--- src/hdl/jcm_pkg.sv ---
// Shared types and constants of the joystick calibrate-and-map block.
package jcm_pkg;

  // Mapped axis range and the width of the scaled output span.
  localparam logic signed [7:0] AXIS_MAX   = 8'sd127;
  localparam logic signed [7:0] AXIS_MIN   = -8'sd127;
  localparam int unsigned       SCALE_SPAN = 254;

  // Item sequencer of the top level.
  typedef enum logic [2:0] {
    ST_IDLE,
    ST_PITCH_GO,
    ST_PITCH_WAIT,
    ST_ROLL_GO,
    ST_ROLL_WAIT,
    ST_LOAD
  } jcm_state_e;

  // Bit-serial divider sequencer.
  typedef enum logic [1:0] {
    DV_IDLE,
    DV_PREP,
    DV_RUN,
    DV_DONE
  } jcm_div_state_e;

  // Status handed from the divider to the sequencer.
  typedef struct packed {
    logic done;
    logic zero_span;
  } jcm_div_stat_t;

endpackage

--- src/hdl/jcm_if.sv ---
// Valid/ready channel interfaces for sample beats and report beats.
interface jcm_in_if #(
  parameter int SAMPLE_BITS = 12
) ();
  logic                   valid;
  logic                   ready;
  logic                   button_released;
  logic [SAMPLE_BITS-1:0] pitch_sample;
  logic [SAMPLE_BITS-1:0] roll_sample;

  modport source (output valid, button_released, pitch_sample, roll_sample, input ready);
  modport sink   (input valid, button_released, pitch_sample, roll_sample, output ready);
endinterface

interface jcm_out_if #(
  parameter int SAMPLE_BITS = 12
) ();
  logic                  valid;
  logic                  ready;
  logic                  report_valid;
  logic signed [7:0]     x_axis;
  logic signed [7:0]     y_axis;
  logic                  in_calibration;
  logic                  save_strobe;
  logic [SAMPLE_BITS:0]  saved_pitch_low;
  logic [SAMPLE_BITS:0]  saved_pitch_high;
  logic [SAMPLE_BITS:0]  saved_roll_low;
  logic [SAMPLE_BITS:0]  saved_roll_high;
  logic                  span_error;

  modport source (
    output valid, report_valid, x_axis, y_axis, in_calibration, save_strobe,
           saved_pitch_low, saved_pitch_high, saved_roll_low, saved_roll_high, span_error,
    input  ready
  );
  modport sink (
    input  valid, report_valid, x_axis, y_axis, in_calibration, save_strobe,
           saved_pitch_low, saved_pitch_high, saved_roll_low, saved_roll_high, span_error,
    output ready
  );
endinterface

--- src/hdl/jcm_bounds.sv ---
// Running minimum and maximum bounds of both axes, widened during calibration.
module jcm_bounds #(
  parameter int SAMPLE_BITS = 12
) (
  input  logic                   clk_i,
  input  logic                   rst_ni,
  input  logic                   update_i,
  input  logic [SAMPLE_BITS-1:0] pitch_i,
  input  logic [SAMPLE_BITS-1:0] roll_i,
  output logic [SAMPLE_BITS:0]   pitch_low_o,
  output logic [SAMPLE_BITS:0]   pitch_high_o,
  output logic [SAMPLE_BITS:0]   roll_low_o,
  output logic [SAMPLE_BITS:0]   roll_high_o
);

  localparam int BW = SAMPLE_BITS + 1;
  localparam logic [BW-1:0] LOW_RESET = BW'(1) << SAMPLE_BITS;

  logic [BW-1:0] pitch_low_q, pitch_low_d, pitch_high_q, pitch_high_d;
  logic [BW-1:0] roll_low_q, roll_low_d, roll_high_q, roll_high_d;
  logic [BW-1:0] pitch_ext, roll_ext;

  assign pitch_ext = {1'b0, pitch_i};
  assign roll_ext  = {1'b0, roll_i};

  always_comb begin
    pitch_low_d  = pitch_low_q;
    pitch_high_d = pitch_high_q;
    roll_low_d   = roll_low_q;
    roll_high_d  = roll_high_q;
    if (update_i) begin
      if (pitch_ext < pitch_low_q)  pitch_low_d  = pitch_ext;
      if (pitch_ext > pitch_high_q) pitch_high_d = pitch_ext;
      if (roll_ext < roll_low_q)    roll_low_d   = roll_ext;
      if (roll_ext > roll_high_q)   roll_high_d  = roll_ext;
    end
  end

  always_ff @(posedge clk_i or negedge rst_ni) begin
    if (!rst_ni) begin
      pitch_low_q  <= LOW_RESET;
      pitch_high_q <= '0;
      roll_low_q   <= LOW_RESET;
      roll_high_q  <= '0;
    end else begin
      pitch_low_q  <= pitch_low_d;
      pitch_high_q <= pitch_high_d;
      roll_low_q   <= roll_low_d;
      roll_high_q  <= roll_high_d;
    end
  end

  assign pitch_low_o  = pitch_low_q;
  assign pitch_high_o = pitch_high_q;
  assign roll_low_o   = roll_low_q;
  assign roll_high_o  = roll_high_q;

endmodule

--- src/hdl/jcm_serial_div.sv ---
// Bit-serial restoring divider that maps one sample onto the signed axis range.
module jcm_serial_div #(
  parameter int SAMPLE_BITS = 12
) (
  input  logic                   clk_i,
  input  logic                   rst_ni,
  input  logic                   start_i,
  input  logic [SAMPLE_BITS-1:0] sample_i,
  input  logic [SAMPLE_BITS:0]   low_i,
  input  logic [SAMPLE_BITS:0]   high_i,
  output logic signed [7:0]      value_o,
  output jcm_pkg::jcm_div_stat_t stat_o
);

  localparam int DW = SAMPLE_BITS + 2;   // signed differences
  localparam int MW = SAMPLE_BITS + 1;   // magnitudes and remainder
  localparam int NW = SAMPLE_BITS + 8;   // scaled numerator and quotient
  localparam int CW = $clog2(NW);
  localparam logic [CW-1:0] CNT_LAST = CW'(NW - 1);

  jcm_pkg::jcm_div_state_e state_q, state_d;
  logic [CW-1:0] cnt_q, cnt_d;

  logic [DW-1:0] diff_q, span_q;
  logic [MW-1:0] dmag_q, rem_q;
  logic [NW-1:0] quo_q;
  logic          neg_q, zero_q;

  logic [DW-1:0] diff_abs, span_abs;
  logic [NW:0]   prod;
  logic [DW-1:0] trial;
  logic [DW:0]   sub;
  logic          fits;

  // Magnitudes and the scaled numerator, formed in the preparation step.
  assign diff_abs = diff_q[DW-1] ? (DW'(0) - diff_q) : diff_q;
  assign span_abs = span_q[DW-1] ? (DW'(0) - span_q) : span_q;
  assign prod     = (NW + 1)'(diff_abs[MW-1:0]) * (NW + 1)'(jcm_pkg::SCALE_SPAN);

  // One quotient bit per cycle.
  assign trial = {rem_q, quo_q[NW-1]};
  assign sub   = {1'b0, trial} - {2'b00, dmag_q};
  assign fits  = ~sub[DW];

  always_comb begin
    state_d = state_q;
    unique case (state_q)
      jcm_pkg::DV_IDLE: if (start_i) state_d = jcm_pkg::DV_PREP;
      jcm_pkg::DV_PREP: state_d = jcm_pkg::DV_RUN;
      jcm_pkg::DV_RUN:  if (cnt_q == CNT_LAST) state_d = jcm_pkg::DV_DONE;
      jcm_pkg::DV_DONE: state_d = jcm_pkg::DV_IDLE;
      default:          state_d = jcm_pkg::DV_IDLE;
    endcase
  end

  always_comb begin
    cnt_d = cnt_q;
    if (state_q == jcm_pkg::DV_PREP) begin
      cnt_d = '0;
    end else if (state_q == jcm_pkg::DV_RUN) begin
      cnt_d = cnt_q + CW'(1);
    end
  end

  always_ff @(posedge clk_i or negedge rst_ni) begin
    if (!rst_ni) begin
      state_q <= jcm_pkg::DV_IDLE;
      cnt_q   <= '0;
    end else begin
      state_q <= state_d;
      cnt_q   <= cnt_d;
    end
  end

  always_ff @(posedge clk_i) begin
    unique case (state_q)
      jcm_pkg::DV_IDLE: begin
        if (start_i) begin
          diff_q <= {2'b00, sample_i} - {1'b0, low_i};
          span_q <= {1'b0, high_i} - {1'b0, low_i};
        end
      end
      jcm_pkg::DV_PREP: begin
        dmag_q <= span_abs[MW-1:0];
        quo_q  <= prod[NW-1:0];
        rem_q  <= '0;
        neg_q  <= diff_q[DW-1] ^ span_q[DW-1];
        zero_q <= (span_q == '0);
      end
      jcm_pkg::DV_RUN: begin
        rem_q <= fits ? sub[MW-1:0] : trial[MW-1:0];
        quo_q <= {quo_q[NW-2:0], fits};
      end
      default: begin
      end
    endcase
  end

  // A negative quotient always lands at or below the lower limit.
  always_comb begin
    if (zero_q) begin
      value_o = '0;
    end else if (neg_q) begin
      value_o = jcm_pkg::AXIS_MIN;
    end else if (quo_q >= NW'(jcm_pkg::SCALE_SPAN)) begin
      value_o = jcm_pkg::AXIS_MAX;
    end else begin
      value_o = quo_q[7:0] - jcm_pkg::AXIS_MAX;
    end
  end

  always_comb begin
    stat_o.done      = (state_q == jcm_pkg::DV_DONE);
    stat_o.zero_span = zero_q;
  end

endmodule

--- src/hdl/two_axis_joystick_calibrate_map.sv ---
// In controller mode an accepted sample beat goes through PITCH_GO, PITCH_WAIT, ROLL_GO,
// ROLL_WAIT and LOAD before the report is loaded; a calibration item goes straight to LOAD.
// No new sample beat is taken until the report is loaded, as the single bit-serial divider
// handles pitch and then roll; LOAD waits while the output register holds an untaken report.
// Reset (asynchronous, active low): controller mode, lower bounds 2^SAMPLE_BITS, upper bounds 0,
// no report held.
module two_axis_joystick_calibrate_map #(
  parameter int SAMPLE_BITS = 12
) (
  input  logic      clk_i,
  input  logic      rst_ni,
  jcm_in_if.sink    in_i,
  jcm_out_if.source out_o
);

  // The item sequencer. An accepted beat toggles the mode when the button
  // was released. In calibration the bounds widen at once and the report
  // is loaded once the output is free; in controller mode the shared
  // divider maps pitch first and then roll before the report is loaded.
  jcm_pkg::jcm_state_e state_q, state_d;

  logic in_fire;
  logic in_ready;
  logic div_start;
  logic load_out;
  logic out_free;
  logic sel_roll;
  logic new_cal;

  // Mode flags.
  logic cal_q, cal_d;
  logic save_q, save_d;

  // Captured samples and mapped results.
  logic [SAMPLE_BITS-1:0] pitch_q, roll_q;
  logic signed [7:0]      x_q, y_q;
  logic                   pitch_zero_q, roll_zero_q;

  // Bounds.
  logic [SAMPLE_BITS:0] pitch_low, pitch_high, roll_low, roll_high;

  // Divider.
  logic [SAMPLE_BITS-1:0] div_sample;
  logic [SAMPLE_BITS:0]   div_low, div_high;
  logic signed [7:0]      div_value;
  jcm_pkg::jcm_div_stat_t div_stat;

  // Output register: it decouples the report from the sample side, so a new
  // sample beat is taken while the previous report still waits.
  logic                  out_valid_q, out_valid_d;
  logic                  rep_q;
  logic signed [7:0]     out_x_q, out_y_q;
  logic                  out_cal_q, out_save_q, out_err_q;
  logic [SAMPLE_BITS:0]  out_pl_q, out_ph_q, out_rl_q, out_rh_q;

  assign in_fire  = in_i.valid & in_ready;
  assign new_cal  = cal_q ^ in_i.button_released;
  assign out_free = ~out_valid_q | out_o.ready;

  // Next state.
  always_comb begin
    state_d = state_q;
    unique case (state_q)
      jcm_pkg::ST_IDLE: begin
        if (in_fire) begin
          state_d = new_cal ? jcm_pkg::ST_LOAD : jcm_pkg::ST_PITCH_GO;
        end
      end
      jcm_pkg::ST_PITCH_GO:   state_d = jcm_pkg::ST_PITCH_WAIT;
      jcm_pkg::ST_PITCH_WAIT: if (div_stat.done) state_d = jcm_pkg::ST_ROLL_GO;
      jcm_pkg::ST_ROLL_GO:    state_d = jcm_pkg::ST_ROLL_WAIT;
      jcm_pkg::ST_ROLL_WAIT:  if (div_stat.done) state_d = jcm_pkg::ST_LOAD;
      jcm_pkg::ST_LOAD:       if (out_free) state_d = jcm_pkg::ST_IDLE;
      default:                state_d = jcm_pkg::ST_IDLE;
    endcase
  end

  // Sequencer outputs.
  always_comb begin
    in_ready  = 1'b0;
    div_start = 1'b0;
    load_out  = 1'b0;
    sel_roll  = 1'b0;
    unique case (state_q)
      jcm_pkg::ST_IDLE:     in_ready = 1'b1;
      jcm_pkg::ST_PITCH_GO: div_start = 1'b1;
      jcm_pkg::ST_ROLL_GO: begin
        div_start = 1'b1;
        sel_roll  = 1'b1;
      end
      jcm_pkg::ST_LOAD:     load_out = out_free;
      default: begin
      end
    endcase
  end

  assign in_i.ready = in_ready;

  // Mode toggles on the accepted beat; the save strobe marks leaving calibration.
  always_comb begin
    cal_d  = cal_q;
    save_d = save_q;
    if (in_fire) begin
      cal_d  = new_cal;
      save_d = cal_q & ~new_cal;
    end
  end

  always_ff @(posedge clk_i or negedge rst_ni) begin
    if (!rst_ni) begin
      state_q     <= jcm_pkg::ST_IDLE;
      cal_q       <= 1'b0;
      save_q      <= 1'b0;
      out_valid_q <= 1'b0;
    end else begin
      state_q     <= state_d;
      cal_q       <= cal_d;
      save_q      <= save_d;
      out_valid_q <= out_valid_d;
    end
  end

  always_comb begin
    out_valid_d = out_valid_q;
    if (load_out) begin
      out_valid_d = 1'b1;
    end else if (out_o.ready) begin
      out_valid_d = 1'b0;
    end
  end

  // Sample capture and mapped results.
  always_ff @(posedge clk_i) begin
    if (in_fire) begin
      pitch_q <= in_i.pitch_sample;
      roll_q  <= in_i.roll_sample;
    end
    if ((state_q == jcm_pkg::ST_PITCH_WAIT) && div_stat.done) begin
      y_q          <= div_value;
      pitch_zero_q <= div_stat.zero_span;
    end
    if ((state_q == jcm_pkg::ST_ROLL_WAIT) && div_stat.done) begin
      x_q         <= -div_value;
      roll_zero_q <= div_stat.zero_span;
    end
  end

  // Report register. Calibration reports carry zero axes and no span error.
  always_ff @(posedge clk_i) begin
    if (load_out) begin
      rep_q      <= ~cal_q;
      out_x_q    <= cal_q ? 8'sd0 : x_q;
      out_y_q    <= cal_q ? 8'sd0 : y_q;
      out_cal_q  <= cal_q;
      out_save_q <= save_q;
      out_err_q  <= ~cal_q & (pitch_zero_q | roll_zero_q);
      out_pl_q   <= pitch_low;
      out_ph_q   <= pitch_high;
      out_rl_q   <= roll_low;
      out_rh_q   <= roll_high;
    end
  end

  jcm_bounds #(
    .SAMPLE_BITS (SAMPLE_BITS)
  ) u_bounds (
    .clk_i        (clk_i),
    .rst_ni       (rst_ni),
    .update_i     (in_fire & new_cal),
    .pitch_i      (in_i.pitch_sample),
    .roll_i       (in_i.roll_sample),
    .pitch_low_o  (pitch_low),
    .pitch_high_o (pitch_high),
    .roll_low_o   (roll_low),
    .roll_high_o  (roll_high)
  );

  // The divider takes its operands only on the start cycle.
  assign div_sample = sel_roll ? roll_q : pitch_q;
  assign div_low    = sel_roll ? roll_low : pitch_low;
  assign div_high   = sel_roll ? roll_high : pitch_high;

  jcm_serial_div #(
    .SAMPLE_BITS (SAMPLE_BITS)
  ) u_div (
    .clk_i    (clk_i),
    .rst_ni   (rst_ni),
    .start_i  (div_start),
    .sample_i (div_sample),
    .low_i    (div_low),
    .high_i   (div_high),
    .value_o  (div_value),
    .stat_o   (div_stat)
  );

  assign out_o.valid            = out_valid_q;
  assign out_o.report_valid     = rep_q;
  assign out_o.x_axis           = out_x_q;
  assign out_o.y_axis           = out_y_q;
  assign out_o.in_calibration   = out_cal_q;
  assign out_o.save_strobe      = out_save_q;
  assign out_o.saved_pitch_low  = out_pl_q;
  assign out_o.saved_pitch_high = out_ph_q;
  assign out_o.saved_roll_low   = out_rl_q;
  assign out_o.saved_roll_high  = out_rh_q;
  assign out_o.span_error       = out_err_q;

endmodule

--- src/flat_wrapper.sv ---
// flat-port wrapper written by rule: the top's interface ports become plain ports
module two_axis_joystick_calibrate_map_flat 
#(
  parameter int SAMPLE_BITS = 12
)
  (clk_i, rst_ni, in_i_valid, in_i_button_released, in_i_pitch_sample, in_i_roll_sample, in_i_ready, out_o_valid, out_o_report_valid, out_o_x_axis, out_o_y_axis, out_o_in_calibration, out_o_save_strobe, out_o_saved_pitch_low, out_o_saved_pitch_high, out_o_saved_roll_low, out_o_saved_roll_high, out_o_span_error, out_o_ready);
  jcm_in_if #(.SAMPLE_BITS(SAMPLE_BITS)) in_i_i ();
  jcm_out_if #(.SAMPLE_BITS(SAMPLE_BITS)) out_o_i ();
  input  logic clk_i;
  input  logic rst_ni;
  input wire logic [$bits(in_i_i.valid)-1:0] in_i_valid;
  input wire logic [$bits(in_i_i.button_released)-1:0] in_i_button_released;
  input wire logic [$bits(in_i_i.pitch_sample)-1:0] in_i_pitch_sample;
  input wire logic [$bits(in_i_i.roll_sample)-1:0] in_i_roll_sample;
  output wire logic [$bits(in_i_i.ready)-1:0] in_i_ready;
  output wire logic [$bits(out_o_i.valid)-1:0] out_o_valid;
  output wire logic [$bits(out_o_i.report_valid)-1:0] out_o_report_valid;
  output wire logic [$bits(out_o_i.x_axis)-1:0] out_o_x_axis;
  output wire logic [$bits(out_o_i.y_axis)-1:0] out_o_y_axis;
  output wire logic [$bits(out_o_i.in_calibration)-1:0] out_o_in_calibration;
  output wire logic [$bits(out_o_i.save_strobe)-1:0] out_o_save_strobe;
  output wire logic [$bits(out_o_i.saved_pitch_low)-1:0] out_o_saved_pitch_low;
  output wire logic [$bits(out_o_i.saved_pitch_high)-1:0] out_o_saved_pitch_high;
  output wire logic [$bits(out_o_i.saved_roll_low)-1:0] out_o_saved_roll_low;
  output wire logic [$bits(out_o_i.saved_roll_high)-1:0] out_o_saved_roll_high;
  output wire logic [$bits(out_o_i.span_error)-1:0] out_o_span_error;
  input wire logic [$bits(out_o_i.ready)-1:0] out_o_ready;
  assign in_i_i.valid = in_i_valid;
  assign in_i_i.button_released = in_i_button_released;
  assign in_i_i.pitch_sample = in_i_pitch_sample;
  assign in_i_i.roll_sample = in_i_roll_sample;
  assign in_i_ready = in_i_i.ready;
  assign out_o_valid = out_o_i.valid;
  assign out_o_report_valid = out_o_i.report_valid;
  assign out_o_x_axis = out_o_i.x_axis;
  assign out_o_y_axis = out_o_i.y_axis;
  assign out_o_in_calibration = out_o_i.in_calibration;
  assign out_o_save_strobe = out_o_i.save_strobe;
  assign out_o_saved_pitch_low = out_o_i.saved_pitch_low;
  assign out_o_saved_pitch_high = out_o_i.saved_pitch_high;
  assign out_o_saved_roll_low = out_o_i.saved_roll_low;
  assign out_o_saved_roll_high = out_o_i.saved_roll_high;
  assign out_o_span_error = out_o_i.span_error;
  assign out_o_i.ready = out_o_ready;
  two_axis_joystick_calibrate_map #(.SAMPLE_BITS(SAMPLE_BITS)) u_core (.clk_i(clk_i), .rst_ni(rst_ni), .in_i(in_i_i), .out_o(out_o_i));
endmodule
--- config.mk ---
export PLATFORM = sky130hd
export DESIGN_NAME = two_axis_joystick_calibrate_map_flat
export DESIGN_NICKNAME = d
export VERILOG_FILES = /design/src/hdl/jcm_pkg.sv /design/src/hdl/jcm_if.sv /design/src/hdl/jcm_bounds.sv /design/src/hdl/jcm_serial_div.sv /design/src/hdl/two_axis_joystick_calibrate_map.sv /design/src/flat_wrapper.sv
export SDC_FILE = /design/constraint.sdc
export NUM_CORES = 1
export LEC_CHECK = 0
export BUFFER_PORTS_ARGS = -buffer_cell sky130_fd_sc_hd__buf_2
export CAP_MARGIN = 20
export CORE_UTILIZATION = 57
export CTS_BUF_LIST = sky130_fd_sc_hd__clkbuf_4
export CTS_CLUSTER_DIAMETER = 80
export DETAILED_ROUTE_END_ITERATION = 6
export PLACE_DENSITY = 0.74
export SLEW_MARGIN = 0
export SYNTH_ARGS = -nofsm -noshare
export SYNTH_HDL_FRONTEND = slang
export SYNTH_SLANG_ARGS = --single-unit
--- constraint.sdc ---
create_clock -name clk_i -period 6.1 [get_ports clk_i]
set_input_delay 0.61 -clock clk_i [delete_from_list [all_inputs] [get_ports clk_i]]
set_output_delay 0.61 -clock clk_i [all_outputs]
set_load 0.02 [all_outputs]
### Yosys cells after proc, flatten, opt, wreduce, memory -nomap -nowiden

Index checks and enable logic that the tools add are counted.

* reduce and logical (&&, ||, !) cells: 15
* add/subtract/negate cells: 8
* mux-type cells: 28
* eq/ne operators: 15
* multipliers: 1
* magnitude comparators: 5
* bitwise logic cells: 12

Operator list (number)
* 13-bit 2-to-1 mux: 4
* 20-bit case mux with 2 select lines: 1
* 12-bit by 13-bit less-than comparator with 1-bit output: 2
* 13-bit case mux with 2 select lines: 1
* 1-bit by 13-bit subtractor with 13-bit output (first input constant): 2
* 12-bit > comparator: 2
* 12-bit 2-to-1 mux: 2
* 8-bit 2-to-1 mux: 3
* 20-bit by 8-bit >= comparator with 1-bit output (second input constant): 1
* 13-bit by 7-bit multiplier with 19-bit output (second input constant): 1
* 3-bit case mux with 6 select lines: 1
* 3-bit 2-to-1 mux: 5
* 14-bit by 13-bit subtractor with 15-bit output: 1
* 14-bit zero test: 1
* 12-bit by 13-bit subtractor with 14-bit output: 1
* 13-bit by 13-bit subtractor with 14-bit output: 1
* 2-bit AND reduction: 6
* 5-bit 2-to-1 mux: 2
* 2-bit by 1-bit inequality test with 1-bit output (second input constant): 5
* 8-bit negator: 1
* 2-bit case mux with 4 select lines: 1
* 8-bit by 7-bit subtractor with 8-bit output (second input constant): 1
* 3-bit by 2-bit == test with 1-bit output (second input constant): 2
* 3-bit == test (second input constant): 2
* other kinds (18): 35

* bits in registers: 251
* bits of input ports: 29

### Logic depth before layout (Yosys ltp)

Gate-level depths: netlist of the first run.

* depth in word-level cells: 5
* mapped depth: 22

### By module

A second synthesis of the first run with hierarchy kept.

* cell total of the unflattened synthesis: 1360
* area, all modules: 15728.8 um^2

By module, submodules not included
* jcm_serial_div: sequential area each 2457.4 um^2, cells each 858, times used 1, area each 8002.7 um^2
* two_axis_joystick_calibrate_map: sequential area each 3573.4 um^2, cells each 226, times used 1, area each 4511.8 um^2
* jcm_bounds: sequential area each 1253.7 um^2, cells each 276, times used 1, area each 3214.3 um^2

### Least setup slack after synthesis of the first run

OpenSTA, ideal clock, no wires.

* path type: register to register
* from: reg u_core.u_div.diff_q[4]
* to: reg u_core.u_div.quo_q[19], data pin
* path slack: 0.716 ns
* buffers on the path: 0
* data arrival time: 5.116 ns
* period minus slack after synthesis: 5.384 ns
* data required time: 5.833 ns
* library setup time: 0.267 ns
* stages on the path, launching flop included: 21
* cell sequence: edfxtp_1 or2_1 or4_1 or3_1 o31a_1 xor2_1 fa_1 inv_1 fa_1 inv_1 fa_1 inv_1 ha_1 ha_1 o211ai_1 nand2_1 a21o_1 a21oi_1 a31oi_1 xnor2_1 o21ai_0

* longest elaborated chain between the ends: 4

RTL lines
* from (decl): line jcm_serial_div.sv:24 `logic [DW-1:0] diff_q, span_q;`
* from (signal assigned): line jcm_serial_div.sv:79 `diff_q <= {2'b00, sample_i} - {1'b0, low_i};`
* 1-bit by 13-bit subtractor with 13-bit output: line jcm_serial_div.sv:36 `assign diff_abs = diff_q[DW-1] ? (DW'(0) - diff_q) : diff_q;`
* 13-bit 2-to-1 mux *: line jcm_serial_div.sv:36
* 13-bit by 7-bit multiplier with 19-bit output *: line jcm_serial_div.sv:38 `assign prod = (NW + 1)'(diff_abs[MW-1:0]) * (NW + 1)'(jcm_pkg::SCALE_SPAN);`
* 20-bit case mux with 2 select lines *: line jcm_serial_div.sv:76 `unique case (state_q)`
* to (signal assigned): line jcm_serial_div.sv:85 `quo_q <= prod[NW-1:0];`
* to (signal assigned): line jcm_serial_div.sv:92 `quo_q <= {quo_q[NW-2:0], fits};`
* to (decl): line jcm_serial_div.sv:26 `logic [NW-1:0] quo_q;`

Mark *: on every way between the ends. The rest lies on a longest branch, timed or not.
A chain may end at the register's enable or synchronous reset.

### Worst setup path after layout of the first run

* from: reg u_core.u_div.diff_q[0]
* to: reg u_core.u_div.quo_q[16], data pin

The elaborated chain is that of the path after synthesis.

==> run metrics, run 1 <==
status=finished with violations; failing checks=DRC; TritonCTS Buffers=69; top post-synthesis cells by count=edfxtp_1 (188), inv_1 (148), ha_1 (140), a21oi_1 (79), nor2_1 (77); total of warnings raised by yosys=0; Mapped Area=0.0150 mm²; Peak Freq=175 MHz; area share of the largest cell type after synthesis=37.6%; nets=1,664; row cnt=59; Pre-Repair DR Iteration Count=7; Hold Path Class=in2async; cell mode on critical path=inv_1; critical register-to-register path startpoint=u_core.u_div.diff_q[0]$_DFFE_PP_; DR WL/cell=16.5 µm; reg2reg path depth=21; Final HPWL DP=22,700 µm; register area share after synthesis=48.1%; RSZ-0062 raised after global routing=false; Fin Setup TNS=0 ns; number of synthesized flops with an enable pin=188; Worst Path Arrival=6.09 ns; root buf cell=clkbuf_4; post-DR vias/cell=5.43; Setup Skew=0.0447 ns; total gr overflow=0; Starting Density=57.9%; Synth Instances=1,305; largest net degree at the start of global routing=71; Worst Tran Pin Value=0.971 ns; Die Y=164 µm; final wirelength=30,700 µm; io pins=103; CP Class=reg2reg; crit-path max FO=5; via count=10,100; Cell Count, Final, Fillers Out=1,859; Slowest-stage cell, CP=fa_1; dominant cell type by area after synthesis=edfxtp_1; CTS clk-pin slew, worst paths=0.07 ns; Setup-failing EPs final=0; initial DRC count=486; Slew Limit Fails=0; reg-to-reg slack, setup=0.38 ns; CP Cell Sequence=inv_1 > ha_1 > or3b_4 > o41ai_1 > xor2_1 > inv_1 > xnor2_1 > xnor2_1 > ha_1 > inv_1 > fa_1 > fa_1 > inv_1 > ha_1 > a21oi_1 > nor2_1 > a211oi_1 > o31a_1 > o2bb2ai_1 > xnor2_1 > mux2_2; # DRC=2; period utilization=93.8%; die width=164 µm; global-route wire length before repair=48,800 µm; # placed instances=1,727; GPL Wtd Cong=0.860; DRT antenna net count=0; CP Capture Type=flip-flop; r2r endpoint=u_core.u_div.quo_q[16]$_DFFE_PP_; Critical Path Max Stage Delay=0.51 ns; count leader, synth=edfxtp_1; vias in the first global route=9,952; # port buffers=100; Tmin final=5.72 ns; total core area=0.0259 mm²; area grow syn2layout=12.8%; clock sink count=251; antenna violations before repair=2; relative slew slack=35.3%; Synth Flop Type=edfxtp_1; Syn Area/Cell=11.5 µm²; critical path launch point=u_core.u_div.diff_q[0]$_DFFE_PP_; distinct cell type count after synthesis=71; main area contributors after synthesis=edfxtp_1 (38%), ha_1 (12%), dfrtp_1 (10%), mux2_2 (4.9%), xnor2_1 (4.3%); Clock Tree Buf Depth=3; Yosys reg bits=251; count of final hold-check violations=0; Required @ worst endpoint=6.47 ns; total of max-cap violations=0; Async SR Flop Fraction=25.1%; worst-skew pair later-pin latency=0.65 ns; share of cells above drive strength 1=21.4%; hold_ws=0.150 ns; Die Area=0.0270 mm²; GRT Total Usage=23.2%; TritonCTS clock tree=yes; Max H-tree Level=3; Critical Path Start Type=flip-flop
[cells by family after synthesis]
kind of cell               count (synthesis)  synth area share, %
muxes                                     77                 5.68
buffers and inverters                    182                 4.66
xor gates and xnor gates                 104                 6.44
adders and majority gates                169                 15.5
and+or+nand+nor                          259                 8.59
AOI/OAI and AO/OA                        262                 10.9
DFF                                      251                 48.1
other                                      1               0.0250
[cell usage in the layout (no fill, tap or decap), types with 6 or more instances in the layout]
| cell type | netlist | routed |
|---|---|---|
| a211oi_1 | 9 | 9 |
| a21o_1 | 22 | 22 |
| a21oi_1 | 79 | 79 |
| and2_1 | 6 | 6 |
| buf_2 | 7 | 100 |
| buf_4 | 2 | 19 |
| clkbuf_4 | 0 | 104 |
| clkinv_1 | 2 | 20 |
| dfrtp_1 | 61 | 61 |
| edfxtp_1 | 188 | 188 |
| fa_1 | 29 | 29 |
| ha_1 | 140 | 140 |
| inv_1 | 148 | 148 |
| mux2_2 | 65 | 65 |
| mux2i_1 | 12 | 12 |
| nand2_1 | 60 | 60 |
| nand2b_1 | 17 | 17 |
| nand3_1 | 14 | 14 |
| nand4_1 | 8 | 8 |
| nor2_1 | 77 | 75 |
| nor2b_1 | 33 | 33 |
| nor3_1 | 11 | 11 |
| o211ai_1 | 6 | 6 |
| o21a_1 | 13 | 13 |
| o21ai_0 | 69 | 67 |
| o21bai_1 | 6 | 6 |
| o22ai_1 | 6 | 6 |
| o31ai_1 | 14 | 14 |
| or3_1 | 6 | 6 |
| xnor2_1 | 73 | 72 |
| xor2_1 | 25 | 23 |
[sequential cells by signal, summed over array words and instances (netlist names), 12 cells and up]
name	count
u_core.out_o.saved_pitch_high	12
u_core.out_o.saved_pitch_low	13
u_core.out_o.saved_roll_high	12
u_core.out_o.saved_roll_low	13
u_core.pitch_q	12
u_core.roll_q	12
u_core.u_bounds.pitch_high_o	12
u_core.u_bounds.pitch_low_o	13
u_core.u_bounds.roll_high_o	12
u_core.u_bounds.roll_low_o	13
u_core.u_div.diff_q	14
u_core.u_div.dmag_q	13
u_core.u_div.quo_q	20
u_core.u_div.rem_q	13
u_core.u_div.span_q	14
[per-stage QoR]
step | setup slack [ns] | area (µm²) | utilization (%)
floorplan | 0.716 | 15000 | -
global route | 0.0265 | 16900 | 65.3
detailed placement | 0.257 | 15900 | 61.5
global placement | 0.425 | 15900 | 61.5
CTS | 0.202 | 16900 | 65.1
finish | 0.380 | 16900 | 65.3
[timing repair]
item,4_1_cts,5_1_grt
hold buffers,0,0
buffers inserted,0,2
resized for setup,0,5
endpoints found under the setup margin,0,5
[cell type report]
class,instances,area (µm²)
Antenna cell,2,5.00
Clock buffer,103,773
Clock inverter,24,155
Fill cell,2006,8980
Inverter,151,567
Multi-Input combinational cell,873,7130
Sequential cell,251,7220
Tap cell,335,419
Timing Repair Buffer,120,651
[worst max-delay path, delay by kind of cell, from the launching register on]
| family | cells | cell delay, ns |
|---|---|---|
| AO/OA/AOI/OAI | 5 | 1.17 |
| XOR/XNOR | 4 | 0.89 |
| adder cells (fa/ha/maj) | 5 | 1.75 |
| buffers and inverters | 4 | 0.43 |
| flip-flops | 1 | 0.46 |
| multiplexers | 1 | 0.26 |
| AND/OR/NAND/NOR | 2 | 0.48 |
[per-layer routing]
layer | vias up | global-route usage [%] | share of wire (%)
li1 | 4983 | - | -
met1 | 4788 | 29.3 | 43
met2 | 259 | 38.9 | 49
met3 | 56 | 4.65 | 4.9
met4 | 0 | 9.47 | 2.5
met5 | - | 0 | 0
[worst max-delay path by stage]
stage,end,depth (start not counted)
after global routing,u_core.u_div.quo_q[19]$_DFFE_PP_,20
after global placement,u_core.u_div.quo_q[16]$_DFFE_PP_,21
after CTS,u_core.u_div.quo_q[16]$_DFFE_PP_,21
after detailed placement,u_core.u_div.quo_q[16]$_DFFE_PP_,21
after floorplan,u_core.u_div.quo_q[19]$_DFFE_PP_,20
final,u_core.u_div.quo_q[16]$_DFFE_PP_,21
Power of run 1 is left out: the tool's default activity adds up to more than one toggle a clock period on the data nets, which glitch-free logic cannot reach.
==> run 2: changes to the inputs <==
--- a/config.mk
+++ b/config.mk
@@ -7,6 +7,7 @@
 export LEC_CHECK = 0
 export BUFFER_PORTS_ARGS = -buffer_cell sky130_fd_sc_hd__buf_2
 export CAP_MARGIN = 20
+export CORE_ASPECT_RATIO = 1.25
 export CORE_UTILIZATION = 57
 export CTS_BUF_LIST = sky130_fd_sc_hd__clkbuf_4
 export CTS_CLUSTER_DIAMETER = 80
==> run 2 against run 1 <==
  * The run now ends clean
  * Critical endpoint is now u_core.u_div.quo_q[19]$_DFFE_PP_
  * Fmax is essentially flat
  * Highest routed layer unchanged
  * Die area is essentially flat
  * Via count grew 0.61%
  * Largest cell class unchanged
==> run metrics, run 2 (same netlist as run 1, synthesis figures left out) <==
clock sink count=251 (unchanged); Peak Freq=175 MHz (about the same); Worst Path Buf+Inv=3 (was 4); Starting Density=57.9% (about the same); CP Class=reg2reg (unchanged); antenna violations before repair=1 (was 2); Max H-tree Level=2 (was 3); global-route wire length before repair=50,300 µm (was 48,800 µm); area grow syn2layout=11.8% (was 12.8%); reg-to-reg slack, setup=0.38 ns (about the same); # port buffers=100 (unchanged); CTS clk-pin slew, worst paths=0.07 ns (about the same); final wirelength=31,000 µm (was 30,700 µm); via count=10,100 (about the same); cell family with most CP delay=adder cells (unchanged); Global Route met3 Usage=4.24% (was 4.65%); largest registers=u_core.u_div.quo_q: 20 flops, u_core.u_div.diff_q: 14 flops, u_core.u_div.span_q: 14 flops (unchanged); worst-skew pair later-pin latency=0.72 ns (was 0.65 ns); count of final hold-check violations=0 (unchanged); most common cell after layout, fill and taps aside=edfxtp_1 (unchanged); CP Capture Type=flip-flop (unchanged); largest net degree at the start of global routing=71 (unchanged); global routing's busiest layer=met2 (unchanged); share of cells above drive strength 1=20.4% (was 21.4%); M1 GR Usage=26.3% (was 29.3%); Setup Skew=0.0248 ns (was 0.0447 ns); period utilization=93.8% (about the same); # DRC=0 (was 2); Global Route met2 Usage=43.2% (was 38.9%); Largest Register=u_core.u_div.quo_q (unchanged); Critical Path Max Stage Delay=0.51 ns (about the same); Die Y=183 µm (was 164 µm); CP endpoint=u_core.u_div.quo_q[19]$_DFFE_PP_ (was u_core.u_div.quo_q[16]$_DFFE_PP_); reg2reg path depth=20 (was 21); Die Area=0.0270 mm² (about the same); crit-path max FO=5 (unchanged); Final WS setup=0.378 ns (was 0.380 ns); Cell Count, Final, Fillers Out=1,848 (was 1,859); # placed instances=1,732 (was 1,727); Final HPWL DP=23,400 µm (was 22,700 µm); row cnt=66 (was 59); Worst Path Arrival=6.17 ns (was 6.09 ns); io pins=103 (unchanged); initial DRC count=468 (was 486); post-DR vias/cell=5.49 (was 5.43); critical path launch point=u_core.u_div.diff_q[4]$_DFFE_PP_ (was u_core.u_div.diff_q[0]$_DFFE_PP_); GPL Wtd Cong=0.865 (was 0.860); TritonCTS Buffers=60 (was 69); Tmin final=5.72 ns (about the same); Slew Limit Fails=0 (unchanged); nets=1,654 (was 1,664); max reg flops=20 (unchanged); r2r endpoint=u_core.u_div.quo_q[19]$_DFFE_PP_ (was u_core.u_div.quo_q[16]$_DFFE_PP_); total of max-cap violations=0 (unchanged); Fin Setup TNS=0 ns (unchanged); Setup-failing EPs final=0 (unchanged); vias in the first global route=10,400 (was 9,952); status=finished clean (was finished with violations); DRT antenna net count=0 (unchanged); root buf cell=clkbuf_4 (unchanged); Stages on worst setup path=20 (was 21); Place WS=0.207 ns (was 0.257 ns); TritonCTS clock tree=yes (unchanged); Hold Path Class=in2async (unchanged); Required @ worst endpoint=6.55 ns (was 6.47 ns); total core area=0.0259 mm² (about the same); Finished Core Util=64.7% (was 65.3%); Worst Tran Pin Value=1.04 ns (was 0.971 ns); Slowest-stage cell, CP=xor2_1 (was fa_1); Pre-Repair DR Iteration Count=5 (was 7); Critical Path Start Type=flip-flop (unchanged); die width=147 µm (was 164 µm); total gr overflow=0 (unchanged); Clock Tree Buf Depth=3 (unchanged); critical register-to-register path startpoint=u_core.u_div.diff_q[4]$_DFFE_PP_ (was u_core.u_div.diff_q[0]$_DFFE_PP_); relative slew slack=30.7% (was 35.3%); CP Cell Sequence=or2_1 > or4_1 > or3_1 > o21a_1 > xor2_1 > fa_1 > inv_1 > fa_1 > inv_1 > fa_1 > inv_1 > ha_1 > ha_1 > o211ai_1 > nand2_1 > a21o_1 > a21oi_1 > a31oi_1 > xnor2_1 > o21ai_0 (was inv_1 > ha_1 > or3b_4 > o41ai_1 > xor2_1 > inv_1 > xnor2_1 > xnor2_1 > ha_1 > inv_1 > fa_1 > fa_1 > inv_1 > ha_1 > a21oi_1 > nor2_1 > a211oi_1 > o31a_1 > o2bb2ai_1 > xnor2_1 > mux2_2); most frequent cells in the layout=edfxtp_1 (188), inv_1 (148), ha_1 (140) (unchanged); DR WL/cell=16.8 µm (was 16.5 µm); RSZ-0062 raised after global routing=false (unchanged); GRT Total Usage=23.7% (was 23.2%)
==> run 2: cell count changes in the layout (fill, tap and decap cells not counted), sizes merged <==
cell      delta
inv          -1
buf          -1
clkinvlp     -1
diode        -1
clkinv       +6
clkbuf      -18
==> run 2: worst min path at each step <==
stage                     cells past startpoint  slack, ns                      start                                  to
after detailed placement                      0       0.44  u_core.save_q$_DFFE_PN0P_  u_core.out_o.save_strobe$_DFFE_PP_
after CTS                                     2       0.04                out_o_ready      u_core.out_o.valid$_DFFE_PN0P_
final                                         2       0.08                     rst_ni       u_core.state_q[1]$_DFFE_PN0P_
after global routing                          1       0.07        in_i_roll_sample[0]          u_core.roll_q[0]$_DFFE_PP_
after global placement                        0       0.44  u_core.save_q$_DFFE_PN0P_  u_core.out_o.save_strobe$_DFFE_PP_
after floorplan                               0       0.31                     rst_ni            u_core.cal_q$_DFFE_PN0P_
==> run 2: per-stage QoR <==
stage,hold slack (ns),instance area (µm²)
CTS,0.0361,16800
floorplan,0.314,15000
global placement,0.437,15900
finish,0.0796,16800
global route,0.0668,16800
detailed placement,0.440,15900
==> run 2: timing repair <==
| item | 4_1_cts | 5_1_grt |
|---|---|---|
| setup buffers | 0 | 1 |
| hold buffers | 0 | 0 |
| resized for setup | 0 | 1 |
| setup endpoints to repair | 0 | 5 |
==> run 2: layout make-up <==
class                   count  area, µm²
fillers                  2064       9150
clock inverters            28        169
inverters                 151        567
clock buffers              85        638
repair buffers            119        643
multi-input cells         873       7110
diodes                      1       2.50
well taps                 340        425
flip-flops and latches    251       7220
==> run 2: routing by layer <==
layer	up-vias	routed length, µm
met5	-	0
met4	0	1250
met3	70	1200
met2	240	16400
met1	4884	12200
li1	4954	-
Power of run 2 is left out for the same reason.
==> run 3: changes to the inputs <==
--- a/config.mk
+++ b/config.mk
@@ -12,7 +12,7 @@
 export CTS_BUF_LIST = sky130_fd_sc_hd__clkbuf_4
 export CTS_CLUSTER_DIAMETER = 80
 export DETAILED_ROUTE_END_ITERATION = 6
-export PLACE_DENSITY = 0.74
+export PLACE_DENSITY = 0.76
 export SLEW_MARGIN = 0
 export SYNTH_ARGS = -nofsm -noshare
 export SYNTH_HDL_FRONTEND = slang
==> run 3 against run 2 <==
  * Die area is the same
  * Hold slack gained 0.030 ns
  * Register-to-register slack lost 0.07 ns
  * Flip-flop and latch count is the same
  * Fmax shrank 1.1%
  * Worst setup slack lost 0.066 ns
  * Critical endpoint is now u_core.u_div.quo_q[16]$_DFFE_PP_
  * Highest routed layer unchanged
==> run metrics, run 3 (same netlist as run 1, synthesis figures left out) <==
Cell Count, Final, Fillers Out=1,852 (was 1,848); Clock Tree Buf Depth=3 (unchanged); period utilization=94.9% (was 93.8%); Largest Register=u_core.u_div.quo_q (unchanged); Final HPWL DP=23,400 µm (about the same); # DRC=0 (unchanged); GPL Wtd Cong=0.877 (was 0.865); Finished Core Util=65.0% (was 64.7%); TritonCTS clock tree=yes (unchanged); total of max-cap violations=0 (unchanged); Hold Path Class=in2async (unchanged); CP Cell Sequence=inv_1 > ha_1 > or3b_4 > o41ai_1 > xor2_1 > inv_1 > xnor2_2 > xnor2_1 > ha_1 > inv_1 > fa_1 > fa_1 > inv_1 > ha_1 > a21oi_1 > nor2_1 > a211oi_1 > o31a_1 > o2bb2ai_1 > xnor2_1 > mux2_2 (was or2_1 > or4_1 > or3_1 > o21a_1 > xor2_1 > fa_1 > inv_1 > fa_1 > inv_1 > fa_1 > inv_1 > ha_1 > ha_1 > o211ai_1 > nand2_1 > a21o_1 > a21oi_1 > a31oi_1 > xnor2_1 > o21ai_0); Worst Tran Pin Value=1.04 ns (about the same); via count=10,200 (was 10,100); Required @ worst endpoint=6.52 ns (was 6.55 ns); dpl cell area=0.0159 mm² (about the same); relative slew slack=30.8% (was 30.7%); Worst Path Buf+Inv=4 (was 3); largest net degree at the start of global routing=71 (unchanged); Slowest-stage cell, CP=fa_1 (was xor2_1); Die Area=0.0270 mm² (unchanged); Setup Skew=0.0415 ns (was 0.0248 ns); Worst Path Arrival=6.21 ns (was 6.17 ns); reg-to-reg slack, setup=0.31 ns (was 0.38 ns); global-route wire length before repair=50,700 µm (was 50,300 µm); DR WL/cell=16.9 µm (was 16.8 µm); most frequent cells in the layout=edfxtp_1 (188), inv_1 (148), ha_1 (140) (unchanged); crit-path max FO=5 (unchanged); final wirelength=31,300 µm (was 31,000 µm); hold_ws=0.109 ns (was 0.0796 ns); # placed instances=1,730 (was 1,732); initial DRC count=466 (was 468); Multi-input gate area=0.00712 mm² (was 0.00711 mm²); Slew Limit Fails=0 (unchanged); FF+latch area=0.00722 mm² (unchanged); clock sink count=251 (unchanged); # port buffers=100 (unchanged); Critical Path Max Stage Delay=0.51 ns (about the same); root buf cell=clkbuf_4 (unchanged); Hold-fix buffers, CTS=0 (unchanged); share of cells above drive strength 1=20.8% (was 20.4%); CTS clk-pin slew, worst paths=0.07 ns (about the same); total gr overflow=0 (unchanged); row cnt=66 (unchanged); nets=1,660 (was 1,654); Max H-tree Level=3 (was 2); Critical Path Start Type=flip-flop (unchanged); count of final hold-check violations=0 (unchanged); CP Class=reg2reg (unchanged); cell family with most CP delay=adder cells (unchanged); cell mode on critical path=inv_1; Tmin final=5.79 ns (was 5.72 ns); antenna violations before repair=1 (unchanged); DRT antenna net count=0 (unchanged); CP Capture Type=flip-flop (unchanged); status=finished clean (unchanged); Peak Freq=173 MHz (was 175 MHz); largest registers=u_core.u_div.quo_q: 20 flops, u_core.u_div.diff_q: 14 flops, u_core.u_div.span_q: 14 flops (unchanged); worst-skew pair later-pin latency=0.68 ns (was 0.72 ns); vias in the first global route=10,500 (was 10,400); max reg flops=20 (unchanged); Setup-failing EPs final=0 (unchanged); post-DR vias/cell=5.49 (about the same); io pins=103 (unchanged); design area=0.0169 mm² (was 0.0168 mm²); Pre-Repair DR Iteration Count=5 (unchanged); most common cell after layout, fill and taps aside=edfxtp_1 (unchanged); total core area=0.0259 mm² (unchanged); die width=147 µm (unchanged); Die Y=183 µm (unchanged); Starting Density=57.9% (unchanged); area grow syn2layout=12.4% (was 11.8%); TritonCTS Buffers=66 (was 60); fill cell count=2,046 (was 2,064); GRT Total Usage=24.0% (was 23.7%)
run 3: cell types whose count changed in the layout (fill, tap and decap cells not counted):
cell,change
a221oi_1,-1
a221oi_2,+1
buf_12,+1
bufinv_16,+1
clkbuf_4,+6
clkinv_1,-1
clkinv_2,-4
clkinvlp_4,-1
inv_2,+2
o21ai_0,-1
o21ai_1,+1
xnor2_1,-1
xnor2_2,+1
run 3: final cells by class:
type                    count  share of cell area [%]
diodes                      1                  0.0148
clock buffers              92                    4.10
clock inverters            25                    1.04
inverters                 151                    3.36
multi-input cells         873                    42.2
flip-flops and latches    251                    42.8
well taps                 340                    2.52
repair buffers            119                    3.89
run 3: what timing repair did:
| item | 4_1_cts | 5_1_grt |
|---|---|---|
| endpoints found under the setup margin | 0 | 5 |
| resized for setup | 0 | 4 |
| setup buffers | 0 | 3 |
run 3: path summary, 6_finish.rpt:
check	startpoint	depth (start not counted)	end
worst max-delay path	u_core.u_div.diff_q[0]$_DFFE_PP_	21	u_core.u_div.quo_q[16]$_DFFE_PP_
worst min-delay path	rst_ni	2	u_core.u_bounds.roll_high_o[7]$_DFFE_PN0P_
worst max register to register	u_core.u_div.diff_q[0]$_DFFE_PP_	21	u_core.u_div.quo_q[16]$_DFFE_PP_
worst min register to register	u_core.save_q$_DFFE_PN0P_	0	u_core.out_o.save_strobe$_DFFE_PP_
max in group asynchronous	rst_ni	2	u_core.u_bounds.roll_high_o[0]$_DFFE_PN0P_
min in group clk_i	in_i_roll_sample[0]	1	u_core.roll_q[0]$_DFFE_PP_
run 3: stage by stage:
step | TNS (ns) | setup slack [ns]
2_1_floorplan | 0 | 0.716
3_3_place_gp | 0 | 0.333
3_5_place_dp | 0 | 0.128
4_1_cts | 0 | 0.108
5_1_grt | -0.00581 | -0.00401
6_report | 0 | 0.313
run 3: worst register-to-register path, cell delays in order, from the launching register on:
cell and delay (ns):
edfxtp_1 0.47, inv_1 0.16, ha_1 0.20, or3b_4 0.42, o41ai_1 0.31, xor2_1 0.36, inv_1 0.18, xnor2_2 0.20
xnor2_1 0.32, ha_1 0.29, inv_1 0.08, fa_1 0.44, fa_1 0.51, inv_1 0.04, ha_1 0.35, a21oi_1 0.21
nor2_1 0.07, a211oi_1 0.21, o31a_1 0.23, o2bb2ai_1 0.15, xnor2_1 0.08, mux2_2 0.26
run 3: routing by layer:
layer,global-route usage (%),part of all wire (%)
met5,0,0
met4,13.3,4.0
met3,4.64,4.0
met2,43.5,53
met1,26.2,39
Power of run 3 is left out for the same reason.
